**config.mk**
```make
export PLATFORM = sky130hd
export DESIGN_NAME = base64_encoder_line_wrap_core
export DESIGN_NICKNAME = d
export VERILOG_FILES = /design/src/design/b64lw_pkg.sv /design/src/design/base64_encoder_line_wrap_core.sv /design/src/design/b64lw_front.sv /design/src/design/b64lw_fifo.sv /design/src/design/b64lw_back.sv
export SDC_FILE = /design/constraint.sdc
export NUM_CORES = 1
export LEC_CHECK = 0
export BUFFER_PORTS_ARGS = -buffer_cell sky130_fd_sc_hd__buf_2
export CAP_MARGIN = 20
export CORE_AREA = 2 2 142 109
export CTS_BUF_LIST = sky130_fd_sc_hd__clkbuf_8 sky130_fd_sc_hd__clkbuf_16
export DETAILED_ROUTE_END_ITERATION = 7
export DIE_AREA = 0 0 144 111
export PLACE_DENSITY = 0.84
export SETUP_SLACK_MARGIN = 0.1
export SYNTH_ARGS = -nofsm -noshare
export SYNTH_HDL_FRONTEND = slang
export SYNTH_SLANG_ARGS = --single-unit
```
**constraint.sdc**
```tcl
create_clock -name clk -period 4 [get_ports clk]
set_input_delay 0.2 -clock clk [delete_from_list [all_inputs] [get_ports clk]]
set_output_delay 0.2 -clock clk [all_outputs]
set_load 0.005 [all_outputs]
```
**src/design/b64lw_pkg.sv**
```systemverilog
`default_nettype none
package b64lw_pkg;

  localparam logic [7:0] CHAR_CR        = 8'h0D;
  localparam logic [7:0] CHAR_LF        = 8'h0A;
  localparam logic [7:0] CHAR_PAD       = 8'h3D;
  localparam logic [7:0] LINE_LIMIT_RST = 8'd72;
  localparam logic [7:0] LINE_LIMIT_MIN = 8'd3;
  localparam int         B64LW_QDEPTH   = 4;

  // Configuration register indexes
  localparam logic REG_LINE_LIMIT = 1'b0;

  // Group position codes
  localparam logic [1:0] POS_FIRST  = 2'd0;
  localparam logic [1:0] POS_SECOND = 2'd1;
  localparam logic [1:0] POS_THIRD  = 2'd2;

  // One classified item: up to three symbols, then an optional closing CR LF
  typedef struct packed {
    logic       finish;
    logic [1:0] nsym;
    logic [7:0] sym0;
    logic [7:0] sym1;
    logic [7:0] sym2;
  } b64lw_entry_t;

  function automatic logic [7:0] b64_char(input logic [5:0] v);
    logic [7:0] w;
    w = {2'b00, v};
    if (v < 6'd26) begin
      return 8'h41 + w;
    end else if (v < 6'd52) begin
      return 8'h47 + w;
    end else if (v < 6'd62) begin
      return w - 8'd4;
    end else if (v == 6'd62) begin
      return 8'h2B;
    end else begin
      return 8'h2F;
    end
  endfunction

endpackage
`default_nettype wire

```
**src/design/base64_encoder_line_wrap_core.sv**
```systemverilog
`default_nettype none
// Streaming base64 encoder (A-Z a-z 0-9 + /) with MIME-style CR LF line
// breaks. Each input transfer is either a data byte (command 0) or a finish
// (command 1), which pads the partial group with '=' and always closes with
// CR LF. The front takes one transfer per cycle while its entry queue
// (QDEPTH entries, default 4) has room; the back emits one character per
// cycle while out_stall is low. An item has 1 or 2 characters for a data
// byte, 2 to 5 for a finish, plus 2 (CR LF) for each line break inserted,
// the output port setting the pace. line_limit (APB offset 0, reset 72)
// sets symbols per line; values below 3 act as 3. Write it only while the
// block is idle.
module base64_encoder_line_wrap_core import b64lw_pkg::*; #(
  parameter int QDEPTH = B64LW_QDEPTH
) (
  input  wire logic        clk,
  input  wire logic        rst_n,
  input  wire logic        in_valid,
  output logic             in_stall,
  input  wire logic        in_command,
  input  wire logic [7:0]  in_data_byte,
  output logic             out_valid,
  input  wire logic        out_stall,
  output logic [7:0]       out_char,
  output logic             out_last_of_run,
  input  wire logic        psel,
  input  wire logic        penable,
  input  wire logic        pwrite,
  input  wire logic [2:0]  paddr,
  input  wire logic [31:0] pwdata,
  output logic [31:0]      prdata,
  output logic             pready
);

  logic [7:0]   limit_r;
  logic         q_full;
  logic         q_empty;
  logic         q_push;
  logic         q_pop;
  b64lw_entry_t q_wdata;
  b64lw_entry_t q_rdata;
  logic         reg_sel;

  assign pready  = 1'b1;
  assign reg_sel = (paddr[2] == REG_LINE_LIMIT) && (paddr[1:0] == 2'd0);
  assign prdata  = reg_sel ? {24'd0, limit_r} : 32'd0;

  always_ff @(posedge clk) begin
    if (!rst_n) begin
      limit_r <= LINE_LIMIT_RST;
    end else if (psel && penable && pwrite && reg_sel) begin
      limit_r <= pwdata[7:0];
    end
  end

  b64lw_front u_front (
    .clk          (clk),
    .rst_n        (rst_n),
    .in_valid     (in_valid),
    .in_stall     (in_stall),
    .in_command   (in_command),
    .in_data_byte (in_data_byte),
    .q_full       (q_full),
    .q_push       (q_push),
    .q_entry      (q_wdata)
  );

  b64lw_fifo #(
    .DEPTH (QDEPTH)
  ) u_fifo (
    .clk       (clk),
    .rst_n     (rst_n),
    .push      (q_push),
    .push_data (q_wdata),
    .full      (q_full),
    .pop       (q_pop),
    .pop_data  (q_rdata),
    .empty     (q_empty)
  );

  b64lw_back u_back (
    .clk             (clk),
    .rst_n           (rst_n),
    .line_limit      (limit_r),
    .q_data          (q_rdata),
    .q_empty         (q_empty),
    .q_pop           (q_pop),
    .out_valid       (out_valid),
    .out_stall       (out_stall),
    .out_char        (out_char),
    .out_last_of_run (out_last_of_run)
  );

endmodule
`default_nettype wire

```
**src/design/b64lw_front.sv**
```systemverilog
`default_nettype none
module b64lw_front import b64lw_pkg::*; (
  input  wire logic         clk,
  input  wire logic         rst_n,
  input  wire logic         in_valid,
  output logic              in_stall,
  input  wire logic         in_command,
  input  wire logic [7:0]   in_data_byte,
  input  wire logic         q_full,
  output logic              q_push,
  output b64lw_entry_t      q_entry
);

  logic [1:0] pos_r, pos_nxt;
  logic [3:0] left_r, left_nxt;

  assign in_stall = q_full;
  assign q_push   = in_valid && !q_full;

  always_comb begin
    pos_nxt        = pos_r;
    left_nxt       = left_r;
    q_entry.finish = in_command;
    q_entry.nsym   = 2'd0;
    q_entry.sym0   = CHAR_PAD;
    q_entry.sym1   = CHAR_PAD;
    q_entry.sym2   = CHAR_PAD;
    if (!in_command) begin
      case (pos_r)
        POS_SECOND: begin
          q_entry.nsym = 2'd1;
          q_entry.sym0 = b64_char({left_r[1:0], in_data_byte[7:4]});
          left_nxt     = in_data_byte[3:0];
          pos_nxt      = POS_THIRD;
        end
        POS_THIRD: begin
          q_entry.nsym = 2'd2;
          q_entry.sym0 = b64_char({left_r, in_data_byte[7:6]});
          q_entry.sym1 = b64_char(in_data_byte[5:0]);
          left_nxt     = 4'd0;
          pos_nxt      = POS_FIRST;
        end
        default: begin
          q_entry.nsym = 2'd1;
          q_entry.sym0 = b64_char(in_data_byte[7:2]);
          left_nxt     = {2'b00, in_data_byte[1:0]};
          pos_nxt      = POS_SECOND;
        end
      endcase
    end else begin
      case (pos_r)
        POS_SECOND: begin
          q_entry.nsym = 2'd3;
          q_entry.sym0 = b64_char({left_r[1:0], 4'd0});
        end
        POS_THIRD: begin
          q_entry.nsym = 2'd2;
          q_entry.sym0 = b64_char({left_r, 2'd0});
        end
        default: begin
          q_entry.nsym = 2'd0;
        end
      endcase
      left_nxt = 4'd0;
      pos_nxt  = POS_FIRST;
    end
  end

  always_ff @(posedge clk) begin
    if (!rst_n) begin
      pos_r  <= POS_FIRST;
      left_r <= 4'd0;
    end else if (q_push) begin
      pos_r  <= pos_nxt;
      left_r <= left_nxt;
    end
  end

endmodule
`default_nettype wire

```
**src/design/b64lw_fifo.sv**
```systemverilog
`default_nettype none
module b64lw_fifo import b64lw_pkg::*; #(
  parameter int DEPTH = B64LW_QDEPTH
) (
  input  wire logic         clk,
  input  wire logic         rst_n,
  input  wire logic         push,
  input  wire b64lw_entry_t push_data,
  output logic              full,
  input  wire logic         pop,
  output b64lw_entry_t      pop_data,
  output logic              empty
);

  localparam int AW = (DEPTH > 1) ? $clog2(DEPTH) : 1;
  localparam int CW = $clog2(DEPTH + 1);

  b64lw_entry_t     mem_r [DEPTH];
  logic [AW-1:0]    wr_ptr_r, wr_ptr_nxt;
  logic [AW-1:0]    rd_ptr_r, rd_ptr_nxt;
  logic [CW-1:0]    cnt_r, cnt_nxt;

  assign full     = (cnt_r == CW'(DEPTH));
  assign empty    = (cnt_r == '0);
  assign pop_data = mem_r[rd_ptr_r];

  always_comb begin
    wr_ptr_nxt = wr_ptr_r;
    rd_ptr_nxt = rd_ptr_r;
    cnt_nxt    = cnt_r;
    if (push) begin
      wr_ptr_nxt = (wr_ptr_r == AW'(DEPTH - 1)) ? '0 : wr_ptr_r + AW'(1);
    end
    if (pop) begin
      rd_ptr_nxt = (rd_ptr_r == AW'(DEPTH - 1)) ? '0 : rd_ptr_r + AW'(1);
    end
    if (push && !pop) begin
      cnt_nxt = cnt_r + CW'(1);
    end else if (pop && !push) begin
      cnt_nxt = cnt_r - CW'(1);
    end
  end

  always_ff @(posedge clk) begin
    if (!rst_n) begin
      wr_ptr_r <= '0;
      rd_ptr_r <= '0;
      cnt_r    <= '0;
    end else begin
      wr_ptr_r <= wr_ptr_nxt;
      rd_ptr_r <= rd_ptr_nxt;
      cnt_r    <= cnt_nxt;
    end
  end

  always_ff @(posedge clk) begin
    if (push) begin
      mem_r[wr_ptr_r] <= push_data;
    end
  end

`ifndef SYNTHESIS
  a_no_overflow: assert property (@(posedge clk) disable iff (!rst_n)
    push |-> !full) else $error("queue written while full");
  a_no_underflow: assert property (@(posedge clk) disable iff (!rst_n)
    pop |-> !empty) else $error("queue read while empty");
`endif

endmodule
`default_nettype wire

```
**src/design/b64lw_back.sv**
```systemverilog
`default_nettype none
module b64lw_back import b64lw_pkg::*; (
  input  wire logic         clk,
  input  wire logic         rst_n,
  input  wire logic [7:0]   line_limit,
  input  wire b64lw_entry_t q_data,
  input  wire logic         q_empty,
  output logic              q_pop,
  output logic              out_valid,
  input  wire logic         out_stall,
  output logic [7:0]        out_char,
  output logic              out_last_of_run
);

  localparam logic [1:0] ST_IDLE   = 2'd0;
  localparam logic [1:0] ST_SYM    = 2'd1;
  localparam logic [1:0] ST_BRK_LF = 2'd2;
  localparam logic [1:0] ST_FIN_LF = 2'd3;

  logic [1:0]   state_r, state_nxt;
  b64lw_entry_t ent_r, ent_nxt;
  logic [1:0]   idx_r, idx_nxt;
  logic [7:0]   cnt_r, cnt_nxt;
  logic         ov_r, ov_nxt;
  logic [7:0]   char_r, char_nxt;
  logic         last_r, last_nxt;
  logic         slot_free;
  logic         done;
  logic [7:0]   lim;
  logic [7:0]   cur_sym;

  assign slot_free       = !ov_r || !out_stall;
  assign lim             = (line_limit < LINE_LIMIT_MIN) ? LINE_LIMIT_MIN : line_limit;
  assign out_valid       = ov_r;
  assign out_char        = char_r;
  assign out_last_of_run = last_r;

  always_comb begin
    case (idx_r)
      2'd0:    cur_sym = ent_r.sym0;
      2'd1:    cur_sym = ent_r.sym1;
      default: cur_sym = ent_r.sym2;
    endcase
  end

  always_comb begin
    state_nxt = state_r;
    ent_nxt   = ent_r;
    idx_nxt   = idx_r;
    cnt_nxt   = cnt_r;
    ov_nxt    = ov_r && out_stall;
    char_nxt  = char_r;
    last_nxt  = last_r;
    q_pop     = 1'b0;
    done      = 1'b0;
    if (slot_free) begin
      case (state_r)
        ST_SYM: begin
          if (idx_r < ent_r.nsym) begin
            ov_nxt = 1'b1;
            if (cnt_r >= lim) begin
              // break the line before this symbol
              char_nxt  = CHAR_CR;
              last_nxt  = 1'b0;
              cnt_nxt   = 8'd0;
              state_nxt = ST_BRK_LF;
            end else begin
              char_nxt = cur_sym;
              cnt_nxt  = cnt_r + 8'd1;
              idx_nxt  = idx_r + 2'd1;
              last_nxt = (idx_r == ent_r.nsym - 2'd1) && !ent_r.finish;
              done     = (idx_r == ent_r.nsym - 2'd1) && !ent_r.finish;
            end
          end else begin
            ov_nxt    = 1'b1;
            char_nxt  = CHAR_CR;
            last_nxt  = 1'b0;
            state_nxt = ST_FIN_LF;
          end
        end
        ST_BRK_LF: begin
          ov_nxt    = 1'b1;
          char_nxt  = CHAR_LF;
          last_nxt  = 1'b0;
          state_nxt = ST_SYM;
        end
        ST_FIN_LF: begin
          ov_nxt   = 1'b1;
          char_nxt = CHAR_LF;
          last_nxt = 1'b1;
          cnt_nxt  = 8'd0;
          done     = 1'b1;
        end
        default: begin
          state_nxt = ST_IDLE;
        end
      endcase
    end
    // take the next entry as soon as the current one is finished
    if ((state_r == ST_IDLE || done) && !q_empty) begin
      q_pop     = 1'b1;
      ent_nxt   = q_data;
      idx_nxt   = 2'd0;
      state_nxt = ST_SYM;
    end else if (done) begin
      state_nxt = ST_IDLE;
    end
  end

  always_ff @(posedge clk) begin
    if (!rst_n) begin
      state_r <= ST_IDLE;
      idx_r   <= 2'd0;
      cnt_r   <= 8'd0;
      ov_r    <= 1'b0;
    end else begin
      state_r <= state_nxt;
      idx_r   <= idx_nxt;
      cnt_r   <= cnt_nxt;
      ov_r    <= ov_nxt;
    end
  end

  always_ff @(posedge clk) begin
    ent_r  <= ent_nxt;
    char_r <= char_nxt;
    last_r <= last_nxt;
  end

`ifndef SYNTHESIS
  a_last_not_cr: assert property (@(posedge clk) disable iff (!rst_n)
    (ov_r && last_r) |-> (char_r != CHAR_CR)) else $error("run ends on CR");
  a_brk_after_cr: assert property (@(posedge clk) disable iff (!rst_n)
    (state_r == ST_BRK_LF || state_r == ST_FIN_LF) |-> (ov_r && char_r == CHAR_CR))
    else $error("LF pending without CR shown");
  a_pop_only_free: assert property (@(posedge clk) disable iff (!rst_n)
    q_pop |-> (state_r == ST_IDLE || done)) else $error("entry replaced while busy");
`endif

endmodule
`default_nettype wire
```
==> impl_metrics.env <==
export IMPL_via_per_inst=5.837
export IMPL_syn_area_um2=7908
export IMPL_syn2layout_area_growth_pct=11.31
export IMPL_arrival_ps=3750
export IMPL_dpl_hpwl_mm=11.53
export IMPL_reg2reg_to="u_fifo.cnt_r[2]"
export IMPL_insertion_delay_ps=420
export IMPL_synth_commonest_cells="edfxtp_1, nand2_1, a21oi_1, ha_1, inv_1"
export IMPL_hold_start="rst_n"
export IMPL_leakage_nw=3.249
export IMPL_finalSetupViolations=0
export IMPL_final_setup_skew_ps=10.90
export IMPL_die_h_um=111
export IMPL_die_w_um=144
export IMPL_reg2regPathDepth=14
export IMPL_tightestPinTransition_ps=1037
export IMPL_io_buffer_count=45
export IMPL_max_stage_delay_ps=380
export IMPL_path_cells="nor2_1 -> a31o_2 -> ha_1 -> and3_1 -> o21ai_1 -> a31o_4 -> a311oi_2 -> or2_4 -> ha_1 -> inv_1 -> fa_1 -> xor2_1 -> or3_1 -> a21oi_1"
export IMPL_hold_path_depth=2
export IMPL_postRouteAntennaNets=0
export IMPL_swShare=0.2941
export IMPL_cpMostUsedCell="ha_1"
export IMPL_post_route_min_period_ps=3418
export IMPL_reg2reg_slack_ps=580
export IMPL_nNetsFinal=865
export IMPL_htree_levels=4
export IMPL_antenna_found_initial=0
export IMPL_cts_buffers=17
export IMPL_antennaDiodeCount=0
export IMPL_cts_tree="yes"
export IMPL_finalCoreUtilization=0.5953
export IMPL_yosysMostFrequentCell="edfxtp_1"
export IMPL_path_clk_slew_ps=60
export IMPL_power_frac_clock=0.343
export IMPL_drtPass1Iterations=6
export IMPL_synth_area_leader_cell="edfxtp_1"
export IMPL_synth_edf_count=104
export IMPL_core_area_um2=14790
export IMPL_crit_fanout=5
export IMPL_die_area_um2=15980
export IMPL_synth_seq_area_share=0.4810
export IMPL_holdCritPathClass="in2reg"
export IMPL_switching_power_mw=1.465
export IMPL_finalSetupTns_ps=0
export IMPL_crit_slowest_cell="dfxtp_1"
export IMPL_finalCritPeriodShare=0.8544
export IMPL_rsz0062_at_grt="no"
export IMPL_synthArstFlopShare=0
export IMPL_num_vias=5755
export IMPL_hold_viol_final=0
export IMPL_r2r_start="limit_r[7]"
export IMPL_start_util=0.5348
export IMPL_cts_repair_resized=0
export IMPL_grt_max_degree=25
export IMPL_ctsRootBufferMaster="clkbuf_16"
export IMPL_power_density_nw_per_um2=565.9
export IMPL_relSlewSlack=0.3076
export IMPL_yosysWarnings=0
export IMPL_wl_per_cell_um=17.49
export IMPL_grt_pass1_wl_mm=27.88
export IMPL_ir_worst_vdd_v=0.0003409
export IMPL_cts_hold_buf=1
export IMPL_cp_required_ps=4340
export IMPL_cellInternalPower_mw=3.516
export IMPL_drv_cap=0
export IMPL_clock_fmax_ghz=0.2926
export IMPL_synthCells=739
export IMPL_grt_pass1_vias=5360
export IMPL_multiInputGateArea_um2=3665
export IMPL_wl_mm=17.25
export IMPL_hold_end="limit_r[3]"
export IMPL_nFillCells=1153
export IMPL_drv_slew=0
export IMPL_pwr_share_seq=0.411
export IMPL_post_cts_setup_buffers=0
export IMPL_clock_sinks=138
export IMPL_yosysTopAreaCellShare=0.3949
export IMPL_worstSetupPathType="reg2reg"
export IMPL_status="complete, no violations"
export IMPL_seq_area_um2=3804
export IMPL_ys_types=75
export IMPL_drt_iter0_drc=617
export IMPL_endpoint_kind="register"
export IMPL_critPathLaunchType="register"
export IMPL_clock_path_buffers=2
export IMPL_syn_area_per_cell_um2=10.70
export IMPL_synthTopCellsByArea="edfxtp_1, dfxtp_1, ha_1"
export IMPL_grt_util_all_layers=0.2246
export IMPL_gp_congestion=0.9419
export IMPL_io_pins=95
export IMPL_globalRouteOverflowTotal=0
export IMPL_rows=39
export IMPL_drc_errors=0
export IMPL_ys_ff_latch=138
export IMPL_layout_drive_gt1_share=0.1511
export IMPL_synth_flop_cell="edfxtp_1"
export IMPL_combPwrFrac=0.246
-- final cells by class --
type                            count  area share
Inverter                           42     0.01819
Clock inverter                     15     0.02488
Clock buffer                       17     0.04833
Tap cell                          205     0.02914
Timing Repair Buffer               51     0.03099
Multi-Input combinational cell    518      0.4163
Sequential cell                   138      0.4321
-- kinds of logic after synthesis --
kind of cell             Yosys count  share of synthesized area
flip-flops                       138                     0.4810
multiplexers                      23                    0.05918
buffers and inverters            106                    0.06646
XOR/XNOR                          25                    0.02769
other                              2                  0.0009497
AO/OA/AOI/OAI                    184                     0.1560
adder cells (fa/ha/maj)           46                    0.07373
AND/OR/NAND/NOR                  215                     0.1350
-- layer usage --
| layer | global-route usage | up-vias | share of wire |
|---|---|---|---|
| met5 | 0 | - | 0 |
| met1 | 0.3182 | 2740 | 0.44 |
| li1 | - | 2754 | - |
| met2 | 0.3517 | 235 | 0.47 |
| met3 | 0.04406 | 26 | 0.071 |
| met4 | 0.06797 | 0 | 0.016 |
-- metrics by stage --
| step | total power, mW | hold WS (ps) | setup WS (ps) | instance area [µm²] | instances |
|---|---|---|---|---|---|
| after floorplan | 2.941 | 288.9 | 956.7 | 7994 | 762 |
| after global placement | 3.191 | 421.6 | 785.7 | 8148 | 953 |
| after detailed placement | 3.248 | 429.1 | 684.5 | 8148 | 953 |
| after CTS | 4.988 | 7.310 | 621.3 | 8802 | 986 |
| after global routing | 5.206 | 11.76 | 446.3 | 8802 | 986 |
| final | 4.981 | 17.13 | 582.3 | 8802 | 986 |
-- flip-flops by register name (all words and copies together), names as in the netlist, 2 cells and up --
register,flops
limit_r,8
u_back.cnt_r,8
u_back.ent_r,19
u_back.idx_r,2
u_back.out_char,8
u_back.state_r,2
u_fifo.cnt_r,3
u_fifo.mem_r,76
u_fifo.rd_ptr_r,2
u_fifo.wr_ptr_r,2
u_front.left_r,4
u_front.pos_r,2
-- worst max path at each step --
stage / from / end / slack (ps) / cells after the start
finish: limit_r[7] / u_fifo.cnt_r[2] / 580 / 14
global route: limit_r[5] / u_fifo.cnt_r[2] / 450 / 14
CTS: limit_r[4] / u_fifo.cnt_r[2] / 620 / 14
detailed placement: limit_r[4] / u_fifo.cnt_r[2] / 680 / 14
global placement: limit_r[4] / u_fifo.cnt_r[2] / 790 / 14
floorplan: limit_r[4] / u_fifo.cnt_r[2] / 960 / 14
-- critical path: cells and delay by family (launching register included) --
family	cells	cell delay [ps]
AO/OA/AOI/OAI	5	1090
adder cells (fa/ha/maj)	3	840
AND/OR/NAND/NOR	4	770
flip-flops	1	380
XOR/XNOR	1	190
buffers and inverters	1	70
-- layout by cell type, fill, tap and decap left out, types with 5 or more instances in the layout --
cell type and instances:
nor2_1 38, edfxtp_1 104, a31oi_1 11, inv_6 5, nor3_1 20, conb_1 25, nand2b_1 8, clkbuf_16 17
and3_1 5, buf_4 5, nand3_1 19, mux4_2 19, and2_1 14, a22oi_1 9, inv_1 41, nor2b_1 5
nand4_1 7, bufinv_16 5, nand2_1 75, xnor2_1 21, dfxtp_1 34, o21ai_0 28, a211oi_1 9, ha_1 45
o211ai_1 10, a21o_1 6, a21oi_1 61, buf_2 45
-- power by group through the flow --
stage / registers [mW] / logic (mW) / clock network [mW]
2_1_floorplan: 2.02 / 0.924 / 0
3_3_place_gp: 2.05 / 1.14 / 0
3_5_place_dp: 2.07 / 1.18 / 0
4_1_cts: 2.05 / 1.22 / 1.72
5_1_grt: 2.08 / 1.36 / 1.77
6_report: 2.05 / 1.23 / 1.71
Note: power is estimated with default switching activity, not from simulation.
